**src/rtl/pidaw_pkg.sv**
```systemverilog
// Shared types and constants for the PID controller with dynamic anti-windup.
// Used by the channel interfaces, the controller, the datapath and the multiplier.
package pidaw_pkg;

  // value format default (signed fixed point)
  localparam int VALUE_WIDTH_DEF = 32;

  // gain and period formats
  localparam int GAIN_W       = 24;
  localparam int PERIOD_W     = 24;
  localparam int GAIN_SHIFT   = 16;
  localparam int PERIOD_SHIFT = 24;

  // configuration register indexes
  localparam int CFG_IDX_W = 3;
  localparam logic [CFG_IDX_W-1:0] REG_PROP_GAIN     = 3'd0;
  localparam logic [CFG_IDX_W-1:0] REG_INTEG_GAIN    = 3'd1;
  localparam logic [CFG_IDX_W-1:0] REG_DERIV_GAIN    = 3'd2;
  localparam logic [CFG_IDX_W-1:0] REG_SAMPLE_PERIOD = 3'd3;
  localparam logic [CFG_IDX_W-1:0] REG_DRIVE_UPPER   = 3'd4;
  localparam logic [CFG_IDX_W-1:0] REG_DRIVE_LOWER   = 3'd5;
  localparam logic [CFG_IDX_W-1:0] REG_INTEG_ISOLATE = 3'd6;

  // item command codes
  localparam logic CMD_RUN   = 1'b0;
  localparam logic CMD_CLEAR = 1'b1;

  // datapath step codes
  typedef enum logic [2:0] {
    OP_NONE  = 3'd0,
    OP_KE    = 3'd1,  // issue ki*e, form error difference
    OP_P     = 3'd2,  // issue kp*e, store ki*e
    OP_INC   = 3'd3,  // issue (ki*e)*ts, store P
    OP_D     = 3'd4,  // issue kd*de, store increment, integral bounds
    OP_INTEG = 3'd5,  // store D, update integral
    OP_SUM   = 3'd6,  // P + I + D
    OP_FIN   = 3'd7   // clamp and load result register
  } op_t;

  typedef struct packed {
    logic load;
    op_t  op;
  } dp_cmd_t;

  typedef struct packed {
    logic clear;     // captured word is a clear command
    logic out_busy;  // result register full and not taken this cycle
  } dp_status_t;

endpackage

```
**src/rtl/pidaw_if.sv**
```systemverilog
// Valid/ready channel interfaces for the PID controller: input word and result word.
// Depends on pidaw_pkg for the default value width.
interface pidaw_item_if import pidaw_pkg::*; #(
  parameter int VW = VALUE_WIDTH_DEF
) ();
  logic                 valid;
  logic                 ready;
  logic                 command;
  logic signed [VW-1:0] setpoint;
  logic signed [VW-1:0] measured;

  modport source (output valid, command, setpoint, measured, input ready);
  modport sink   (input valid, command, setpoint, measured, output ready);
endinterface

interface pidaw_result_if import pidaw_pkg::*; #(
  parameter int VW = VALUE_WIDTH_DEF
) ();
  logic                 valid;
  logic                 ready;
  logic signed [VW-1:0] drive;
  logic                 drive_limited;

  modport source (output valid, drive, drive_limited, input ready);
  modport sink   (input valid, drive, drive_limited, output ready);
endinterface

```
**src/rtl/pid_controller_dynamic_antiwindup_top.sv**
```systemverilog
// Top level of the parallel PID controller with dynamic anti-windup.
// Depends on pidaw_pkg, pidaw_if, pidaw_mul, pidaw_dp and pidaw_ctrl.
//
//   channel  role    handshake      word
//   item     sink    valid/ready    command, setpoint, measured
//   result   source  valid/ready    drive, drive_limited
//   cfg      sink    cfg_wr_en      cfg_index, cfg_data (no read-back)
//
// A run word steps through the states KE, P, INC, D, INTEG, SUM and FIN: four
// products go through the one shared multiplier, one per cycle, overlapped
// with the term updates. A clear word goes from KE straight to FIN.
// Reset (rst, synchronous) zeroes the configuration registers, result valid, integral and previous error.
// A stalled result holds in its register; the next word is still accepted and
// its step waits in the finish state until the register is free.
module pid_controller_dynamic_antiwindup_top import pidaw_pkg::*; #(
  parameter int VALUE_WIDTH = VALUE_WIDTH_DEF,
  parameter int CFG_W       = (VALUE_WIDTH > GAIN_W) ? VALUE_WIDTH : GAIN_W
) (
  input  logic                  clk,
  input  logic                  rst,
  pidaw_item_if.sink            item,
  pidaw_result_if.source        result,
  input  logic                  cfg_wr_en,
  input  logic [CFG_IDX_W-1:0]  cfg_index,
  input  logic [CFG_W-1:0]      cfg_data
);

  dp_cmd_t    cmd;
  dp_status_t status;

  pidaw_ctrl u_ctrl (
    .clk        (clk),
    .rst        (rst),
    .item_valid (item.valid),
    .item_ready (item.ready),
    .status     (status),
    .cmd        (cmd)
  );

  pidaw_dp #(.VW(VALUE_WIDTH), .CW(CFG_W)) u_dp (
    .clk            (clk),
    .rst            (rst),
    .cmd            (cmd),
    .status         (status),
    .item_command   (item.command),
    .item_setpoint  (item.setpoint),
    .item_measured  (item.measured),
    .result_ready   (result.ready),
    .result_valid   (result.valid),
    .result_drive   (result.drive),
    .result_limited (result.drive_limited),
    .cfg_wr_en      (cfg_wr_en),
    .cfg_index      (cfg_index),
    .cfg_data       (cfg_data)
  );

endmodule

```
**src/rtl/pidaw_mul.sv**
```systemverilog
// Shared sign-magnitude multiplier: registered product, then shift, sign and saturate.
// Depends on pidaw_pkg for the gain and period formats.
module pidaw_mul import pidaw_pkg::*; #(
  parameter int VW = VALUE_WIDTH_DEF
) (
  input  logic                 clk,
  input  logic                 en,
  input  logic signed [VW-1:0] a,
  input  logic signed [GAIN_W:0] b,
  input  logic                 period,
  output logic signed [VW-1:0] res
);

  localparam int PW = VW + PERIOD_W;
  localparam logic [PW-1:0] POS_LIM = {{(PW-VW+1){1'b0}}, {(VW-1){1'b1}}};
  localparam logic [PW-1:0] NEG_LIM = {{(PW-VW){1'b0}}, 1'b1, {(VW-1){1'b0}}};
  localparam logic signed [VW-1:0] VMAX = {1'b0, {(VW-1){1'b1}}};
  localparam logic signed [VW-1:0] VMIN = {1'b1, {(VW-1){1'b0}}};

  logic [VW-1:0]       mag_a;
  logic [GAIN_W:0]     neg_b;
  logic [PERIOD_W-1:0] mag_b;
  logic [PW-1:0]       prod;
  logic                neg;
  logic                shift_period;
  logic [PW-1:0]       shifted;
  logic [VW-1:0]       low_bits;

  // magnitudes of the operands
  always_comb begin
    neg_b = ~b + 1'b1;
    mag_a = a[VW-1] ? (~a + 1'b1) : a;
    mag_b = b[GAIN_W] ? neg_b[PERIOD_W-1:0] : b[PERIOD_W-1:0];
  end

  // product register
  always_ff @(posedge clk) begin
    if (en) begin
      prod         <= PW'(mag_a) * PW'(mag_b);
      neg          <= a[VW-1] ^ b[GAIN_W];
      shift_period <= period;
    end
  end

  // truncate toward zero, apply sign, saturate
  always_comb begin
    shifted  = shift_period ? (prod >> PERIOD_SHIFT) : (prod >> GAIN_SHIFT);
    low_bits = shifted[VW-1:0];
    if (!neg) begin
      res = (shifted > POS_LIM) ? VMAX : $signed(low_bits);
    end else begin
      res = (shifted > NEG_LIM) ? VMIN : $signed(~low_bits + 1'b1);
    end
  end

endmodule

```
**src/rtl/pidaw_dp.sv**
```systemverilog
// Datapath of the PID controller: configuration, history, term registers, result register.
// Depends on pidaw_pkg and instantiates pidaw_mul.
module pidaw_dp import pidaw_pkg::*; #(
  parameter int VW = VALUE_WIDTH_DEF,
  parameter int CW = (VW > GAIN_W) ? VW : GAIN_W
) (
  input  logic                 clk,
  input  logic                 rst,
  input  dp_cmd_t              cmd,
  output dp_status_t           status,
  input  logic                 item_command,
  input  logic signed [VW-1:0] item_setpoint,
  input  logic signed [VW-1:0] item_measured,
  input  logic                 result_ready,
  output logic                 result_valid,
  output logic signed [VW-1:0] result_drive,
  output logic                 result_limited,
  input  logic                 cfg_wr_en,
  input  logic [CFG_IDX_W-1:0] cfg_index,
  input  logic [CW-1:0]        cfg_data
);

  localparam logic signed [VW-1:0] VMAX = {1'b0, {(VW-1){1'b1}}};
  localparam logic signed [VW-1:0] VMIN = {1'b1, {(VW-1){1'b0}}};
  localparam logic signed [VW-1:0] ZERO = '0;

  // saturate a one-bit-wider difference or sum
  function automatic logic signed [VW-1:0] sat1(input logic signed [VW:0] v);
    logic signed [VW-1:0] r;
    if (v[VW] != v[VW-1]) begin
      r = v[VW] ? VMIN : VMAX;
    end else begin
      r = v[VW-1:0];
    end
    return r;
  endfunction

  // configuration registers
  logic signed [GAIN_W-1:0]   prop_gain;
  logic signed [GAIN_W-1:0]   integ_gain;
  logic signed [GAIN_W-1:0]   deriv_gain;
  logic        [PERIOD_W-1:0] sample_period;
  logic signed [VW-1:0]       drive_upper;
  logic signed [VW-1:0]       drive_lower;
  logic                       integ_isolate;

  // history and working registers
  logic                 cmd_word;
  logic signed [VW-1:0] err;
  logic signed [VW-1:0] diff;
  logic signed [VW-1:0] last_error;
  logic signed [VW-1:0] integral_acc;
  logic signed [VW-1:0] ke;
  logic signed [VW-1:0] p_term;
  logic signed [VW-1:0] inc;
  logic signed [VW-1:0] d_term;
  logic signed [VW-1:0] imax;
  logic signed [VW-1:0] imin;
  logic signed [VW+1:0] sum;

  // multiplier hookup
  logic                  mul_en;
  logic signed [VW-1:0]  mul_a;
  logic signed [GAIN_W:0] mul_b;
  logic                  mul_period;
  logic signed [VW-1:0]  mul_res;

  logic signed [VW-1:0] imax_raw;
  logic signed [VW-1:0] imin_raw;
  logic signed [VW-1:0] acc_sum;
  logic signed [VW+1:0] upper_ext;
  logic signed [VW+1:0] lower_ext;

  // register writes
  always_ff @(posedge clk) begin
    if (rst) begin
      prop_gain     <= '0;
      integ_gain    <= '0;
      deriv_gain    <= '0;
      sample_period <= '0;
      drive_upper   <= '0;
      drive_lower   <= '0;
      integ_isolate <= 1'b0;
    end else if (cfg_wr_en) begin
      unique case (cfg_index)
        REG_PROP_GAIN:     prop_gain     <= cfg_data[GAIN_W-1:0];
        REG_INTEG_GAIN:    integ_gain    <= cfg_data[GAIN_W-1:0];
        REG_DERIV_GAIN:    deriv_gain    <= cfg_data[GAIN_W-1:0];
        REG_SAMPLE_PERIOD: sample_period <= cfg_data[PERIOD_W-1:0];
        REG_DRIVE_UPPER:   drive_upper   <= cfg_data[VW-1:0];
        REG_DRIVE_LOWER:   drive_lower   <= cfg_data[VW-1:0];
        REG_INTEG_ISOLATE: integ_isolate <= cfg_data[0];
        default: ;
      endcase
    end
  end

  // operand select for the shared multiplier
  always_comb begin
    mul_en     = 1'b0;
    mul_a      = err;
    mul_b      = {prop_gain[GAIN_W-1], prop_gain};
    mul_period = 1'b0;
    unique case (cmd.op)
      OP_KE: begin
        mul_en = 1'b1;
        mul_b  = {integ_gain[GAIN_W-1], integ_gain};
      end
      OP_P: begin
        mul_en = 1'b1;
      end
      OP_INC: begin
        mul_en     = 1'b1;
        mul_a      = ke;
        mul_b      = {1'b0, sample_period};
        mul_period = 1'b1;
      end
      OP_D: begin
        mul_en = 1'b1;
        mul_a  = diff;
        mul_b  = {deriv_gain[GAIN_W-1], deriv_gain};
      end
      OP_NONE, OP_INTEG, OP_SUM, OP_FIN: ;
    endcase
  end

  pidaw_mul #(.VW(VW)) u_mul (
    .clk    (clk),
    .en     (mul_en),
    .a      (mul_a),
    .b      (mul_b),
    .period (mul_period),
    .res    (mul_res)
  );

  // bounds, integral step, limits widened for the sum compare
  always_comb begin
    imax_raw  = sat1((VW+1)'(drive_upper) - (VW+1)'(p_term));
    imin_raw  = sat1((VW+1)'(drive_lower) - (VW+1)'(p_term));
    acc_sum   = sat1((VW+1)'(integral_acc) + (VW+1)'(inc));
    upper_ext = (VW+2)'(drive_upper);
    lower_ext = (VW+2)'(drive_lower);
  end

  // history: cleared by reset or a clear word
  always_ff @(posedge clk) begin
    if (rst) begin
      integral_acc <= '0;
      last_error   <= '0;
    end else if (cmd.load && item_command == CMD_CLEAR) begin
      integral_acc <= '0;
      last_error   <= '0;
    end else if (cmd.op == OP_KE) begin
      last_error <= err;
    end else if (cmd.op == OP_INTEG) begin
      if (integ_isolate) begin
        integral_acc <= '0;
      end else if (acc_sum > imax) begin
        integral_acc <= imax;
      end else if (acc_sum < imin) begin
        integral_acc <= imin;
      end else begin
        integral_acc <= acc_sum;
      end
    end
  end

  // working registers
  always_ff @(posedge clk) begin
    if (cmd.load) begin
      cmd_word <= item_command;
      err      <= sat1((VW+1)'(item_setpoint) - (VW+1)'(item_measured));
    end
    unique case (cmd.op)
      OP_KE:  diff   <= sat1((VW+1)'(err) - (VW+1)'(last_error));
      OP_P:   ke     <= mul_res;
      OP_INC: p_term <= mul_res;
      OP_D: begin
        inc  <= mul_res;
        imax <= (imax_raw < ZERO) ? ZERO : imax_raw;
        imin <= (imin_raw > ZERO) ? ZERO : imin_raw;
      end
      OP_INTEG: d_term <= mul_res;
      OP_SUM:   sum <= (VW+2)'(p_term) + (VW+2)'(integral_acc) + (VW+2)'(d_term);
      OP_NONE, OP_FIN: ;
    endcase
  end

  // result register
  always_ff @(posedge clk) begin
    if (rst) begin
      result_valid <= 1'b0;
    end else if (cmd.op == OP_FIN) begin
      result_valid <= 1'b1;
    end else if (result_ready) begin
      result_valid <= 1'b0;
    end
  end

  always_ff @(posedge clk) begin
    if (cmd.op == OP_FIN) begin
      if (cmd_word == CMD_CLEAR) begin
        result_drive   <= '0;
        result_limited <= 1'b0;
      end else if (sum > upper_ext) begin
        result_drive   <= drive_upper;
        result_limited <= 1'b1;
      end else if (sum < lower_ext) begin
        result_drive   <= drive_lower;
        result_limited <= 1'b1;
      end else begin
        result_drive   <= sum[VW-1:0];
        result_limited <= 1'b0;
      end
    end
  end

  assign status.clear    = (cmd_word == CMD_CLEAR);
  assign status.out_busy = result_valid && !result_ready;

`ifndef SYNTH
  // integral lands inside its dynamic bounds
  a_integ_bounded: assert property (@(posedge clk) disable iff (rst)
    (cmd.op == OP_INTEG && !integ_isolate) |=> (integral_acc <= imax && integral_acc >= imin))
    else $error("integral outside dynamic bounds");

  // isolate forces the integral to zero
  a_integ_isolate: assert property (@(posedge clk) disable iff (rst)
    (cmd.op == OP_INTEG && integ_isolate) |=> (integral_acc == ZERO))
    else $error("integral not zero while isolated");

  // clear word wipes the history
  a_clear_history: assert property (@(posedge clk) disable iff (rst)
    (cmd.load && item_command == CMD_CLEAR) |=> (integral_acc == ZERO && last_error == ZERO))
    else $error("history not cleared");

  // result register never overwritten while a word waits
  a_no_overwrite: assert property (@(posedge clk) disable iff (rst)
    (cmd.op == OP_FIN) |-> !status.out_busy)
    else $error("result overwritten before taken");
`endif

endmodule

```
**src/rtl/pidaw_ctrl.sv**
```systemverilog
// Step sequencer of the PID controller: orders multiplier use and term updates.
// Depends on pidaw_pkg for the command and status structs.
module pidaw_ctrl import pidaw_pkg::*; (
  input  logic       clk,
  input  logic       rst,
  input  logic       item_valid,
  output logic       item_ready,
  input  dp_status_t status,
  output dp_cmd_t    cmd
);

  typedef enum logic [7:0] {
    S_IDLE  = 8'b0000_0001,
    S_KE    = 8'b0000_0010,
    S_P     = 8'b0000_0100,
    S_INC   = 8'b0000_1000,
    S_D     = 8'b0001_0000,
    S_INTEG = 8'b0010_0000,
    S_SUM   = 8'b0100_0000,
    S_FIN   = 8'b1000_0000
  } state_t;

  state_t state;
  state_t state_next;

  // no word is taken while reset is held
  assign item_ready = (state == S_IDLE) && !rst;

  // next state and datapath commands
  always_comb begin
    state_next = state;
    cmd.load   = 1'b0;
    cmd.op     = OP_NONE;
    unique case (state)
      S_IDLE: begin
        cmd.load = item_valid && item_ready;
        if (item_valid && item_ready) begin
          state_next = S_KE;
        end
      end
      S_KE: begin
        if (status.clear) begin
          state_next = S_FIN;
        end else begin
          cmd.op     = OP_KE;
          state_next = S_P;
        end
      end
      S_P: begin
        cmd.op     = OP_P;
        state_next = S_INC;
      end
      S_INC: begin
        cmd.op     = OP_INC;
        state_next = S_D;
      end
      S_D: begin
        cmd.op     = OP_D;
        state_next = S_INTEG;
      end
      S_INTEG: begin
        cmd.op     = OP_INTEG;
        state_next = S_SUM;
      end
      S_SUM: begin
        cmd.op     = OP_SUM;
        state_next = S_FIN;
      end
      S_FIN: begin
        if (!status.out_busy) begin
          cmd.op     = OP_FIN;
          state_next = S_IDLE;
        end
      end
      default: state_next = S_IDLE;
    endcase
  end

  always_ff @(posedge clk) begin
    if (rst) begin
      state <= S_IDLE;
    end else begin
      state <= state_next;
    end
  end

`ifndef SYNTH
  // a word is only taken in idle, and work starts right after
  a_load_starts: assert property (@(posedge clk) disable iff (rst)
    cmd.load |=> (state == S_KE))
    else $error("accepted word did not start a step");

  // a finished step returns to idle once the result register is free
  a_fin_exit: assert property (@(posedge clk) disable iff (rst)
    (state == S_FIN && !status.out_busy) |=> (state == S_IDLE))
    else $error("stuck in finish");

  // datapath steps never issue while a word may be taken
  a_idle_quiet: assert property (@(posedge clk) disable iff (rst)
    item_ready |-> (cmd.op == OP_NONE))
    else $error("datapath step issued in idle");
`endif

endmodule

```
**src/flat_wrapper.sv**
```systemverilog
// flat-port wrapper written by rule: the top's interface ports become plain ports
module pid_controller_dynamic_antiwindup_top_flat import pidaw_pkg::*;
#(
  parameter int VALUE_WIDTH = VALUE_WIDTH_DEF,
  parameter int CFG_W       = (VALUE_WIDTH > GAIN_W) ? VALUE_WIDTH : GAIN_W
)
  (clk, rst, cfg_wr_en, cfg_index, cfg_data, item_valid, item_command, item_setpoint, item_measured, item_ready, result_valid, result_drive, result_drive_limited, result_ready);
  pidaw_item_if item_i ();
  pidaw_result_if result_i ();
  input  logic clk;
  input  logic rst;
  input  logic cfg_wr_en;
  input  logic [CFG_IDX_W-1:0] cfg_index;
  input  logic [CFG_W-1:0] cfg_data;
  input wire logic [$bits(item_i.valid)-1:0] item_valid;
  input wire logic [$bits(item_i.command)-1:0] item_command;
  input wire logic [$bits(item_i.setpoint)-1:0] item_setpoint;
  input wire logic [$bits(item_i.measured)-1:0] item_measured;
  output wire logic [$bits(item_i.ready)-1:0] item_ready;
  output wire logic [$bits(result_i.valid)-1:0] result_valid;
  output wire logic [$bits(result_i.drive)-1:0] result_drive;
  output wire logic [$bits(result_i.drive_limited)-1:0] result_drive_limited;
  input wire logic [$bits(result_i.ready)-1:0] result_ready;
  assign item_i.valid = item_valid;
  assign item_i.command = item_command;
  assign item_i.setpoint = item_setpoint;
  assign item_i.measured = item_measured;
  assign item_ready = item_i.ready;
  assign result_valid = result_i.valid;
  assign result_drive = result_i.drive;
  assign result_drive_limited = result_i.drive_limited;
  assign result_i.ready = result_ready;
  pid_controller_dynamic_antiwindup_top #(.VALUE_WIDTH(VALUE_WIDTH), .CFG_W(CFG_W)) u_core (.clk(clk), .rst(rst), .item(item_i), .result(result_i), .cfg_wr_en(cfg_wr_en), .cfg_index(cfg_index), .cfg_data(cfg_data));
endmodule
```
**config.mk**
```make
export PLATFORM = sky130hd
export DESIGN_NAME = pid_controller_dynamic_antiwindup_top_flat
export DESIGN_NICKNAME = d
export VERILOG_FILES = /design/src/rtl/pidaw_pkg.sv /design/src/rtl/pidaw_if.sv /design/src/rtl/pid_controller_dynamic_antiwindup_top.sv /design/src/rtl/pidaw_mul.sv /design/src/rtl/pidaw_dp.sv /design/src/rtl/pidaw_ctrl.sv /design/src/flat_wrapper.sv
export SDC_FILE = /design/constraint.sdc
export NUM_CORES = 2
export LEC_CHECK = 0
export BUFFER_PORTS_ARGS = -buffer_cell sky130_fd_sc_hd__buf_2
export CORE_MARGIN = 2
export CORE_UTILIZATION = 28
export DETAILED_ROUTE_END_ITERATION = 16
export PLACE_DENSITY = 0.52
export REMOVE_ABC_BUFFERS = 1
export SYNTH_ARGS = -nofsm -noshare
export SYNTH_HDL_FRONTEND = slang
export SYNTH_SLANG_ARGS = --single-unit
export TNS_END_PERCENT = 20
```
**constraint.sdc**
```tcl
create_clock -name clk -period 16.2 [get_ports clk]
set_input_delay 0.81 -clock clk [delete_from_list [all_inputs] [get_ports clk]]
set_output_delay 0.81 -clock clk [all_outputs]
set_load 0.005 [all_outputs]
```
==> results by group <==
Clocking
  – CTS tree: yes
  – Quantity of hold-fixing buffers added after cts: 0
  – Total CTS buffers: 72
  – Clk sinks: 600
  – Register clock-pin slew on the reported worst setup and hold paths: 0.07 ns
  – Insertion delay to the later sink of the worst-skew pair: 0.70 ns
  – Root Driver: clkbuf_16
  – Max clock buf depth: 3
  – Post-CTS setup buffer count: 0
  – H-tree levels: 3
  – Post-CTS sizing: 0

Setup path
  – Max incr delay on CP: 0.89 ns
  – Worst path bufs/invs: 6
  – Worst Setup EP: u_core.u_dp.u_mul.prod[49]
  – FF-to-FF path depth: 37
  – Slowest CP cell: dfxtp_1
  – Worst Path Required: 16.64 ns
  – Cell repeated most along the worst path: fa_1
  – Worst r2r dst: u_core.u_dp.u_mul.prod[49]
  – Startpoint types: register
  – CP endpoint kind: register
  – RR Startpoint: u_core.u_ctrl.state[4]
  – Crit. path cell count: 37
  – Flop2flop setup slack: 3.67 ns
  – Critical path type: reg2reg
  – CP Launch Point: u_core.u_ctrl.state[4]
  – Maximum fanout along the worst path: 31
  – Delay-heaviest family, CP: adder cells
  – CP arrival: 12.97 ns

Cells and area
  – Layout cell share with drive strength beyond 1: 0.0717
  – Area Growth Syn to Fin: 11.7%
  – Fill cell count: 22858
  – Nets: 8204
  – Post-route cell area: 68700 um2

Floorplan
  – Die footprint: 224000 um2
  – Placeable Area: 219000 um2
  – Die Width: 473 um
  – Die height: 473 um
  – # IOs: 140
  – Rows: 172
  – Starting density of the core: 0.281

Hold path
  – Hold crit path type: in2reg
  – Hold depth: 1

STA
  – Max_slew headroom: 0.146
  – Hold slack: 0.310 ns
  – Worst-Margin Slew: 1.28 ns
  – Final Cycle Share: 0.773
  – Slew Limit Fails: 0
  – Max Fclk: 79.8 MHz
  – RSZ-0062 raised after global routing: false
  – Post-Route Setup TNS: 0 ns
  – Fin crit period: 12.53 ns
  – Final clock skew: 0.0333 ns
  – # setup viols final: 0
  – Final hold vios: 0

Synth
  – Synth Flop Type: edfxtp_1
  – Syn. warnings: 0
  – FFs w/ async S/R, synth: 0
  – Post-synth EDFFs: 366
  – Yosys reg bits: 600
  – Mapped Cells: 6845
  – Top post-synthesis cells by area: fa_1 (23%), edfxtp_1 (18%), ha_1 (10%), dfxtp_1 (7.6%), nand2_1 (6.4%)
  – Syn Std Cell Area: 61500 um2
  – Count leader, synth: nand2_1
  – Syn Area/Cell: 8.99 um2
  – Post-synth top area cell: fa_1
  – Seq/Total Area, Yosys: 0.255
  – Area fraction of the dominant cell type after synthesis: 0.226
  – Unique masters post-synth: 92
  – Synth cell count leaders: nand2_1 (1044), inv_1 (996), fa_1 (695)

Placement
  – Placement Cell Area: 66200 um2
  – Port Buf Inserts: 139
  – DP HPWL: 159000 um
  – GP Congestion: 0.900

Drt
  – Drt total wl: 208000 um
  – DRC: 0
  – Wire per inst: 21.1 um
  – Antenna-violating nets left: 0
  – DR vias: 49142
  – Via-per-instance ratio: 4.99
  – Initial DRC Count: 4116
  – Drt pass-1 iters: 5

Power
  – Worst VDD drop: 70.3 uV
  – P_leak: 29.8 nW
  – Power per cell area: 70.1 nW/um2

Global route
  – First-pass GRT wire length: 316000 um
  – Number of global-route vias before repair: 50476
  – Congestion Overflow GR: 0
  – Initial antenna violation count: 21
  – Largest net degree at the start of global routing: 147
  – Overall fraction of global-route tracks in use: 0.185

Status
  – Outcome: completed

Run
  – Max-cap violations: 0
-- flip-flops by register name, indices dropped and copies added, names as in the netlist, 32 cells and up --
name	cells
u_core.u_dp.imin	32
u_core.u_dp.err	32
u_core.u_dp.imax	32
u_core.u_dp.last_error	32
u_core.u_dp.diff	32
u_core.u_dp.u_mul.prod	40
u_core.u_dp.d_term	32
u_core.u_dp.drive_upper	32
u_core.u_dp.sum	34
u_core.u_dp.p_term	32
u_core.u_dp.result_drive	32
u_core.u_dp.ke	32
u_core.u_dp.integral_acc	32
u_core.u_dp.inc	32
u_core.u_dp.drive_lower	32
-- metrics by stage --
stage          std cells  power, mW  setup slack (ns)   util
4_1_cts             9829       4.86              3.76  0.314
6_report            9839       4.82              3.67  0.314
5_1_grt             9835       5.07              3.05  0.314
3_3_place_gp        9695       3.10              3.68  0.302
3_5_place_dp        9695       3.11              3.79  0.302
2_1_floorplan       6561       2.59              2.58      -
-- cell usage in the layout, fill, tap and decap left out, types with 65 or more instances in the layout --
cell type	n
xnor2_1	152
a22oi_1	73
nand2_1	1043
a21oi_1	533
xor2_1	83
inv_1	995
nor2_1	407
buf_2	138
ha_1	505
edfxtp_1	366
a21o_1	167
nor2b_1	89
buf_4	125
fa_1	695
dfxtp_1	234
o21ai_0	261
clkbuf_16	72
mux2i_1	65
and2_1	96
-- cell type report --
cell class                      instances  area [um2]  share of cell area
Tap cell                             2871        3590              0.0523
Sequential cell                       600       15700               0.228
Multi-Input combinational cell       4962       41600               0.605
Clock inverter                         48         557             0.00810
Timing Repair Buffer                  264        1650              0.0240
Antenna cell                            9        22.5            0.000328
Inverter                              999        3750              0.0546
Clock buffer                           86        1900              0.0277
-- report_power, final --
| group | switching (mW) | leakage, nW | internal (mW) |
|---|---|---|---|
| combinational | 0.908 | 23.4 | 0.485 |
| sequential | 0.0300 | 5.21 | 1.67 |
| clock | 0.758 | 1.20 | 0.973 |
| total | 1.70 | 29.8 | 3.12 |
-- routing by layer --
layer	part of all wire	vias up	global-route usage
li1	-	22735	-
met1	0.43	24518	0.245
met2	0.47	1547	0.309
met3	0.060	340	0.0262
met4	0.039	2	0.0606
met5	0.000067	-	0
-- worst min path at each step --
stage | endpoint | from | slack (ns)
after global placement | u_core.u_dp.sample_period[22] | u_core.u_dp.sample_period[22] | 0.44
final | u_core.u_dp.cmd_word | item_command | 0.31
after global routing | u_core.u_dp.cmd_word | item_command | 0.28
after CTS | u_core.u_dp.cmd_word | item_command | 0.27
after floorplan | u_core.u_dp.integ_gain[13] | u_core.u_dp.integ_gain[13] | 0.43
after detailed placement | u_core.u_dp.integ_gain[14] | u_core.u_dp.integ_gain[14] | 0.45
-- cells by family after synthesis --
group           count (synthesis)  synth area share
other cells                     1         0.0000609
flops                         600             0.255
xor+xnor                      279            0.0397
simple gates                 1991             0.143
fa+ha+maj                    1212             0.331
mux                            74            0.0122
buf+inv                      1283            0.0786
compound gates               1405             0.141
Note: power is estimated with default switching activity, not from simulation.
